`src/hdl/jvx_pkg.sv`:
```
package jvx_pkg;

  localparam int unsigned KeyLen = 10;

  typedef enum logic [3:0] {
    PH_KEY        = 4'd0,
    PH_SKIP_ONE   = 4'd1,
    PH_AFTER_KEY  = 4'd2,
    PH_STAR_QUOTE = 4'd3,
    PH_STAR       = 4'd4,
    PH_AFTER_STAR = 4'd5,
    PH_VALUE_OPEN = 4'd6,
    PH_VALUE      = 4'd7,
    PH_ESCAPE     = 4'd8,
    PH_HEX        = 4'd9,
    PH_DONE       = 4'd10
  } phase_e;

  typedef enum logic [1:0] {
    KIND_BYTE = 2'd0,
    KIND_EOL  = 2'd1,
    KIND_DONE = 2'd2
  } kind_e;

  localparam logic [15:0] LimitReset = 16'd4096;

  typedef struct packed {
    kind_e      kind;
    logic [7:0] data;
    logic       last;
  } res_t;

  typedef struct packed {
    phase_e      phase;
    logic [3:0]  key_pos;
    logic [15:0] hex_acc;
    logic [2:0]  hex_cnt;
    logic [15:0] line_len;
    logic        line_nl;
  } state_t;

  // "wikitext" with its quotes
  function automatic logic [7:0] key_char(input logic [3:0] pos);
    logic [7:0] ch;
    unique case (pos)
      4'd0:    ch = 8'h22;
      4'd1:    ch = 8'h77;
      4'd2:    ch = 8'h69;
      4'd3:    ch = 8'h6B;
      4'd4:    ch = 8'h69;
      4'd5:    ch = 8'h74;
      4'd6:    ch = 8'h65;
      4'd7:    ch = 8'h78;
      4'd8:    ch = 8'h74;
      4'd9:    ch = 8'h22;
      default: ch = 8'h00;
    endcase
    return ch;
  endfunction

endpackage

```
`src/hdl/jvx_decode.sv`:
```
module jvx_decode import jvx_pkg::*; (
  input  state_t      st_i,
  input  logic [7:0]  byte_i,
  input  logic [15:0] limit_i,
  output state_t      st_o,
  output res_t [2:0]  res_o,
  output logic [1:0]  res_cnt_o
);

  typedef struct packed {
    res_t [2:0]  res;
    logic [1:0]  cnt;
    logic [15:0] len;
    logic        nl;
  } acc_t;

  function automatic acc_t f_push(input acc_t a, input kind_e k, input logic [7:0] d);
    acc_t r;
    r = a;
    if (a.cnt != 2'd3) begin
      r.res[a.cnt].kind = k;
      r.res[a.cnt].data = d;
      r.res[a.cnt].last = 1'b0;
      r.cnt = a.cnt + 2'd1;
    end
    return r;
  endfunction

  function automatic acc_t f_emit(input acc_t a, input logic [7:0] d);
    acc_t r;
    r = f_push(a, KIND_BYTE, d);
    if (a.len != 16'hFFFF) r.len = a.len + 16'd1;
    if (d == 8'h0A) r.nl = 1'b1;
    return r;
  endfunction

  function automatic acc_t f_eol(input acc_t a);
    acc_t r;
    r = f_push(a, KIND_EOL, 8'h00);
    r.len = 16'd0;
    r.nl = 1'b0;
    return r;
  endfunction

  function automatic acc_t f_code(input acc_t a, input logic [15:0] v);
    acc_t r;
    r = a;
    if (v < 16'h0080) begin
      r = f_emit(r, v[7:0]);
    end else if (v < 16'h0800) begin
      r = f_emit(r, {3'b110, v[10:6]});
      r = f_emit(r, {2'b10, v[5:0]});
    end else if (v < 16'hD800 || v > 16'hDFFF) begin
      r = f_emit(r, {4'hE, v[15:12]});
      r = f_emit(r, {2'b10, v[11:6]});
      r = f_emit(r, {2'b10, v[5:0]});
    end else begin
      r = f_emit(r, 8'hEF);
      r = f_emit(r, 8'hBF);
      r = f_emit(r, 8'hBD);
    end
    return r;
  endfunction

  acc_t        acc;
  state_t      st;
  logic [7:0]  lc;
  logic        is_dig;
  logic [3:0]  dig;
  logic [15:0] acc_hex;
  logic [16:0] grown;

  always_comb begin
    st        = st_i;
    acc       = '0;
    acc.len   = st_i.line_len;
    acc.nl    = st_i.line_nl;
    lc        = byte_i | 8'h20;
    is_dig    = 1'b1;
    dig       = 4'd0;
    acc_hex   = '0;
    grown     = {1'b0, st_i.line_len} + 17'd1;
    if (byte_i >= 8'h30 && byte_i <= 8'h39) begin
      dig = byte_i[3:0];
    end else if (lc >= 8'h61 && lc <= 8'h66) begin
      dig = lc[3:0] + 4'd9;
    end else begin
      is_dig = 1'b0;
    end

    unique case (st_i.phase)
      PH_KEY: begin
        if (st_i.key_pos < 4'(KeyLen) && byte_i == key_char(st_i.key_pos)) begin
          st.key_pos = st_i.key_pos + 4'd1;
          if (st.key_pos == 4'(KeyLen)) st.phase = PH_SKIP_ONE;
        end else begin
          st.key_pos = (byte_i == 8'h22) ? 4'd1 : 4'd0;
        end
      end
      PH_SKIP_ONE: st.phase = PH_AFTER_KEY;
      PH_AFTER_KEY: if (byte_i == 8'h7B) st.phase = PH_STAR_QUOTE;
      PH_STAR_QUOTE: if (byte_i == 8'h22) st.phase = PH_STAR;
      PH_STAR: st.phase = (byte_i == 8'h2A) ? PH_AFTER_STAR : PH_STAR_QUOTE;
      PH_AFTER_STAR: if (byte_i == 8'h3A) st.phase = PH_VALUE_OPEN;
      PH_VALUE_OPEN: if (byte_i == 8'h22) st.phase = PH_VALUE;
      PH_VALUE: begin
        if (byte_i == 8'h5C) begin
          st.phase = PH_ESCAPE;
        end else if (byte_i == 8'h22) begin
          if (st_i.line_len != 16'd0) acc = f_eol(acc);
          acc = f_push(acc, KIND_DONE, 8'h00);
          st.phase = PH_DONE;
        end else begin
          acc = f_emit(acc, byte_i);
          if (grown > {1'b0, limit_i} && !acc.nl) acc = f_eol(acc);
        end
      end
      PH_ESCAPE: begin
        st.phase = PH_VALUE;
        if (byte_i == 8'h6E) begin
          acc = f_eol(acc);
        end else if (byte_i == 8'h74) begin
          acc = f_emit(acc, 8'h20);
        end else if (byte_i == 8'h72) begin
          acc = acc;
        end else if (byte_i == 8'h75) begin
          st.hex_acc = '0;
          st.hex_cnt = '0;
          st.phase   = PH_HEX;
        end else begin
          acc = f_emit(acc, byte_i);
        end
      end
      PH_HEX: begin
        acc_hex = {st_i.hex_acc[11:0], dig};
        if (is_dig && st_i.hex_cnt < 3'd3) begin
          st.hex_acc = acc_hex;
          st.hex_cnt = st_i.hex_cnt + 3'd1;
        end else begin
          acc = f_code(acc, is_dig ? acc_hex : st_i.hex_acc);
          st.hex_acc = '0;
          st.hex_cnt = '0;
          st.phase   = PH_VALUE;
        end
      end
      default: st.phase = PH_DONE;
    endcase

    if (acc.cnt != 2'd0) acc.res[acc.cnt - 2'd1].last = 1'b1;
    st.line_len = acc.len;
    st.line_nl  = acc.nl;
  end

  assign st_o      = st;
  assign res_o     = acc.res;
  assign res_cnt_o = acc.cnt;

endmodule

```
`src/hdl/jvx_resbuf.sv`:
```
module jvx_resbuf import jvx_pkg::*; (
  input  logic       clk_i,
  input  logic       rst_ni,
  input  logic       load_i,
  input  res_t [2:0] res_i,
  input  logic [1:0] cnt_i,
  output logic       room_o,
  output logic       valid_o,
  input  logic       ready_i,
  output res_t       res_o
);

  res_t [2:0] res_q, res_d;
  logic [1:0] cnt_q, cnt_d;
  logic [1:0] idx_q, idx_d;
  logic       pop;

  assign pop     = valid_o && ready_i;
  assign valid_o = (cnt_q != 2'd0);
  assign room_o  = (cnt_q == 2'd0) || (cnt_q == 2'd1 && ready_i);
  assign res_o   = res_q[idx_q];

  always_comb begin
    res_d = res_q;
    cnt_d = cnt_q;
    idx_d = idx_q;
    if (load_i) begin
      res_d = res_i;
      cnt_d = cnt_i;
      idx_d = 2'd0;
    end else if (pop) begin
      cnt_d = cnt_q - 2'd1;
      idx_d = idx_q + 2'd1;
    end
  end

  always_ff @(posedge clk_i or negedge rst_ni) begin
    if (!rst_ni) begin
      cnt_q <= '0;
      idx_q <= '0;
    end else begin
      cnt_q <= cnt_d;
      idx_q <= idx_d;
    end
  end

  always_ff @(posedge clk_i) begin
    res_q <= res_d;
  end

endmodule

```
`src/hdl/json_value_extract_unescape_core.sv`:
```
// JSON value extractor and unescaper.
// Input: s_axis stream, one JSON byte per word. The block hunts for the
// "wikitext" key and its "*" member, then streams the quoted value with
// escapes decoded (\uXXXX to UTF-8) and overlong raw lines broken.
// Output: m_axis stream, one result per word. tuser carries the kind
// (byte, line end, value complete), tdata the decoded byte, and tlast marks
// the final result caused by one input byte.
// Config: cfg_valid_i/cfg_ready_o/cfg_data_i write the 16-bit line limit;
// write it only while the block is idle. cfg_ready_o is always high.
// Path: a byte waits in the input register until the result buffer has room,
// and its results are then registered in the result buffer that drives m_axis.
// Throughput: one byte per cycle while each byte yields at most one result
// and m_axis_tready is high; a byte with n results (up to 3, from \u escapes
// or forced line ends) holds the input until its last result is being sent.
// Reset: phase goes back to key search, line limit to 4096, buffers empty.
// Stall: when m_axis_tready is low the result buffer holds and the input
// register fills, then s_axis_tready drops; nothing is lost.
module json_value_extract_unescape_core import jvx_pkg::*; (
  input  logic        clk_i,
  input  logic        rst_ni,
  input  logic        s_axis_tvalid,
  output logic        s_axis_tready,
  input  logic [7:0]  s_axis_tdata,   // [7:0] in_byte
  output logic        m_axis_tvalid,
  input  logic        m_axis_tready,
  output logic [7:0]  m_axis_tdata,   // [7:0] out_byte
  output logic [1:0]  m_axis_tuser,   // [1:0] kind
  output logic        m_axis_tlast,
  input  logic        cfg_valid_i,
  output logic        cfg_ready_o,
  input  logic [15:0] cfg_data_i
);

  logic        in_vld_q, in_vld_d;
  logic [7:0]  in_byte_q;
  logic [15:0] limit_q, limit_d;
  state_t      st_q, st_d;
  res_t [2:0]  dec_res;
  logic [1:0]  dec_cnt;
  logic        room;
  logic        process;
  logic        accept;
  res_t        out_res;

  assign cfg_ready_o   = 1'b1;
  assign s_axis_tready = !in_vld_q || room;
  assign accept        = s_axis_tvalid && s_axis_tready;
  assign process       = in_vld_q && room;

  always_comb begin
    in_vld_d = in_vld_q;
    if (accept) in_vld_d = 1'b1;
    else if (process) in_vld_d = 1'b0;
    limit_d = (cfg_valid_i && cfg_ready_o) ? cfg_data_i : limit_q;
  end

  jvx_decode u_decode (
    .st_i      (st_q),
    .byte_i    (in_byte_q),
    .limit_i   (limit_q),
    .st_o      (st_d),
    .res_o     (dec_res),
    .res_cnt_o (dec_cnt)
  );

  jvx_resbuf u_resbuf (
    .clk_i   (clk_i),
    .rst_ni  (rst_ni),
    .load_i  (process),
    .res_i   (dec_res),
    .cnt_i   (dec_cnt),
    .room_o  (room),
    .valid_o (m_axis_tvalid),
    .ready_i (m_axis_tready),
    .res_o   (out_res)
  );

  assign m_axis_tdata = out_res.data;
  assign m_axis_tuser = out_res.kind;
  assign m_axis_tlast = out_res.last;

  always_ff @(posedge clk_i or negedge rst_ni) begin
    if (!rst_ni) begin
      in_vld_q <= 1'b0;
      limit_q  <= LimitReset;
      st_q     <= '{phase: PH_KEY, default: '0};
    end else begin
      in_vld_q <= in_vld_d;
      limit_q  <= limit_d;
      if (process) st_q <= st_d;
    end
  end

  always_ff @(posedge clk_i) begin
    if (accept) in_byte_q <= s_axis_tdata;
  end

endmodule

```
`config.mk`:
```
export PLATFORM = sky130hd
export DESIGN_NAME = json_value_extract_unescape_core
export DESIGN_NICKNAME = d
export VERILOG_FILES = /design/src/hdl/jvx_pkg.sv /design/src/hdl/jvx_decode.sv /design/src/hdl/jvx_resbuf.sv /design/src/hdl/json_value_extract_unescape_core.sv
export SDC_FILE = /design/constraint.sdc
export NUM_CORES = 1
export LEC_CHECK = 0
export BUFFER_PORTS_ARGS = -buffer_cell sky130_fd_sc_hd__buf_2
export CORE_MARGIN = 3
export CORE_UTILIZATION = 40
export DETAILED_ROUTE_END_ITERATION = 12
export GPL_ROUTABILITY_DRIVEN = 0
export PLACE_DENSITY_LB_ADDON = 0.2
export SLEW_MARGIN = 10
export SYNTH_ARGS = -nofsm -noshare
export SYNTH_HDL_FRONTEND = slang
export SYNTH_SLANG_ARGS = --single-unit
```
`constraint.sdc`:
```
create_clock -name clk_i -period 9.8 [get_ports clk_i]
set_clock_uncertainty 0.2 [all_clocks]
set_input_delay 0.98 -clock clk_i [delete_from_list [all_inputs] [get_ports clk_i]]
set_output_delay 0.98 -clock clk_i [all_outputs]
set_load 0.02 [all_outputs]
```
==> results.sh <==
export IMPL_rows=50
export IMPL_finalSetupViolCount=0
export IMPL_power_switching_w=0.000442
export IMPL_outcome="finished clean"
export IMPL_die_w_um=146
export IMPL_ctsLongestPathBuffers=2
export IMPL_clk_pin_slew_ns=0.08
export IMPL_initial_core_util=0.415
export IMPL_layout_common_cells="nand2_1 (100), o21ai_0 (69), dfrtp_1 (64), inv_1 (46), buf_2 (41)"
export IMPL_synthMuxAreaShare=0.0659
export IMPL_hold_violations=0
export IMPL_layout_cells_non_filler=1141
export IMPL_boundaryPins=43
export IMPL_track_usage=0.188
export IMPL_crit_start="st_q[1]"
export IMPL_power_share_clock=0.298
export IMPL_ys_dominant_reg_cell="dfrtp_1"
export IMPL_antenna_found_initial=0
export IMPL_grt_overflow=0
export IMPL_avgViaCountPerCell=5.74
export IMPL_wl_per_cell_um=17.6
export IMPL_dr_pass1_iters=5
export IMPL_ant_nets=0
export IMPL_grt_pass1_wl_um=33300
export IMPL_cts_buffers=9
export IMPL_period_share=0.576
export IMPL_cp_start_kind="flip-flop"
export IMPL_tightest_slew_ns=0.889
export IMPL_min_period_ns=5.65
export IMPL_fin_nets=938
export IMPL_grt_max_degree=66
export IMPL_synthesis_area_mm2=0.00790
export IMPL_totalWireLength_um=20100
export IMPL_die_h_um=146
export IMPL_netlist_cell_type_count=92
export IMPL_vias=6554
export IMPL_fin_setup_tns_ns=0
export IMPL_irDropWorstVdd_mv=0.0880
export IMPL_drv_slew=0
export IMPL_whs_path_depth=2
export IMPL_max_freq_mhz=177
export IMPL_synth_edf_count=37
export IMPL_synth_seq_cells=102
export IMPL_end_kind="flip-flop"
export IMPL_hold_class="reg2reg"
export IMPL_insertion_delay_ns=0.37
export IMPL_syn_inst=870
export IMPL_area_growth_pct=7.75
export IMPL_layout_commonest_cell="nand2_1"
export IMPL_hold_start="u_resbuf.cnt_q[1]"
export IMPL_synth_avg_cell_area_um2=9.07
export IMPL_p_sw_frac=0.351
export IMPL_p_int_w=0.000817
export IMPL_first_global_vias=6159
export IMPL_maxCapViolCount=0
export IMPL_dp_cells=1125
export IMPL_first_iter_violations=676
export IMPL_powerDensity_mw_per_mm2=148
export IMPL_cts_sinks=102
export IMPL_hpwlAfterDp_um=14900
export IMPL_io_buffers=41
export IMPL_cts_setup_buffers=0
export IMPL_drive_gt1_frac=0.133
export IMPL_grt_setup_unrepaired="false"
export IMPL_crit_fanout=12
export IMPL_synthSimpleGateAreaFrac=0.230
export IMPL_coreArea_mm2=0.0190
export IMPL_yosysWarnings=0
export IMPL_syn_num_nets=932
export IMPL_diodes=0
export IMPL_pwr_share_seq=0.462
export IMPL_combPwrFrac=0.241
export IMPL_die_area_mm2=0.0215
export IMPL_htreeDepth=3
export IMPL_reg2regPathDepth=18
export IMPL_p_leak_nw=3.53
export IMPL_route_detailed_drc=0
export IMPL_worstReg2RegStart="st_q[1]"
export IMPL_ys_async_sr_fraction=0.637
export IMPL_critPathArrivalTime_ns=5.66
export IMPL_slew_headroom=0.401
export IMPL_synth_top_family_by_area="simple AND/OR/NAND/NOR gates"
export IMPL_root_buffer="clkbuf_16"
export IMPL_crit_type="reg2reg"
export IMPL_hold_buffers=0
export IMPL_yosysSeqAreaShare=0.347
export IMPL_cts_resized=0
export IMPL_synth_xor_xnor_area_share=0.0399
export IMPL_synth_compound_area_share=0.205
export IMPL_required_ns=9.81
export IMPL_cts_tree="yes"
export IMPL_synth_fa_ha_area_frac=0.0523
==> routing by layer <==
metal | part of all wire | GRT usage | up-vias
li1 | - | - | 3236
met1 | 0.51 | 0.295 | 3109
met2 | 0.43 | 0.270 | 184
met3 | 0.050 | 0.0258 | 25
met4 | 0.015 | 0.0517 | 0
met5 | 0 | 0 | -
==> power groups by stage <==
stage               Combinational (W)  Sequential (W)  Clock (W)
floorplan                    0.000230        0.000560          0
global placement             0.000304        0.000589          0
detailed placement           0.000306        0.000590          0
CTS                          0.000306        0.000581   0.000387
global route                 0.000340        0.000591   0.000401
finish                       0.000303        0.000581   0.000375
==> cell type report <==
| class | count | area [um^2] |
|---|---|---|
| Fill cell | 1929 | 10500 |
| Multi-Input combinational cell | 667 | 4690 |
| Sequential cell | 102 | 2740 |
| Tap cell | 260 | 325 |
| Timing Repair Buffer | 50 | 273 |
| Clock buffer | 9 | 225 |
| Inverter | 46 | 173 |
| Clock inverter | 7 | 81.3 |
==> registers in the layout, indices dropped and copies added, names as in the netlist <==
name            count
u_resbuf.idx_q      2
st_q               44
u_resbuf.res_q     29
limit_q            16
u_resbuf.cnt_q      2
in_vld_q            1
in_byte_q           8
==> cells by family (layout without fill, tap and decap cells) <==
kind of cell,after synthesis,after routing
other,1,1
AND/OR/NAND/NOR,313,313
flip-flops,102,102
AO/OA/AOI/OAI,236,236
XOR/XNOR,36,36
adder cells (fa/ha/maj),33,33
buffers and inverters,101,112
multiplexers,48,48
==> metrics by stage <==
step                hold WS, ns  setup slack, ns   util  power, W  area (um^2)
global placement          0.279             4.41  0.431  0.000892         8200
detailed placement        0.278             4.25  0.431  0.000896         8200
finish                    0.292             4.15  0.447   0.00126         8510
global route              0.315             3.70  0.447   0.00133         8510
floorplan                 0.256             4.85      -  0.000790         7900
CTS                       0.295             4.22  0.447   0.00127         8510
==> cell usage after synthesis, types with 4 or more instances <==
cell	number	area share
xnor2_1	23	0.026
nand4_4	4	0.011
nand2_1	100	0.048
dfrtp_1	64	0.20
or2_2	9	0.0071
o31ai_1	4	0.0038
o21ai_0	69	0.044
a22oi_1	5	0.0048
xor2_1	13	0.014
nand2b_1	12	0.0095
nand3b_1	6	0.0057
ha_1	33	0.052
buf_2	9	0.0057
o21a_1	5	0.0048
nor2_1	35	0.017
o22ai_1	10	0.0079
nand4_1	13	0.010
a211oi_1	6	0.0057
buf_6	5	0.0071
inv_1	46	0.022
a21o_1	12	0.011
a21oi_1	37	0.023
nor3_1	14	0.0089
and4_1	5	0.0055
or3_1	5	0.0040
mux2i_1	33	0.042
o21bai_1	4	0.0038
clkbuf_1	26	0.012
a22o_1	22	0.024
mux2_2	9	0.013
nor4_1	13	0.010
and2_1	9	0.0071
a31oi_1	10	0.0079
o221ai_1	7	0.0078
and3_1	9	0.0071
buf_4	12	0.011
a221oi_1	5	0.0055
nor3b_1	7	0.0067
nor4_4	4	0.011
o211ai_1	5	0.0048
nor2b_1	17	0.013
edfxtp_1	37	0.14
nand3_1	27	0.017
==> path summary, 6_finish.rpt <==
kind                       slack [ns]                 to
max in group asynchronous        8.21           st_q[20]
min in group asynchronous        0.61            st_q[7]
hold / removal                   0.29  u_resbuf.cnt_q[1]
hold reg to reg                  0.29  u_resbuf.cnt_q[1]
setup reg to reg                 4.15           st_q[11]
setup / recovery                 4.15           st_q[11]
==> critical path, stage by stage (launching register included) <==
cell and delay, ns:
dfrtp_1 0.56, ha_1 0.47, nand4_4 0.20, nor4_4 0.32
xnor2_1 0.26, ha_1 0.35, inv_1 0.11, a31o_2 0.29
nor4b_4 0.40, nand3_1 0.36, o21ai_0 0.34, ha_1 0.27
nand2_1 0.12, nor2_1 0.14, nand2_1 0.13, a211o_1 0.35
a211oi_1 0.28, mux2i_1 0.23, o211ai_1 0.11
Power figures use the tool's default switching activity.
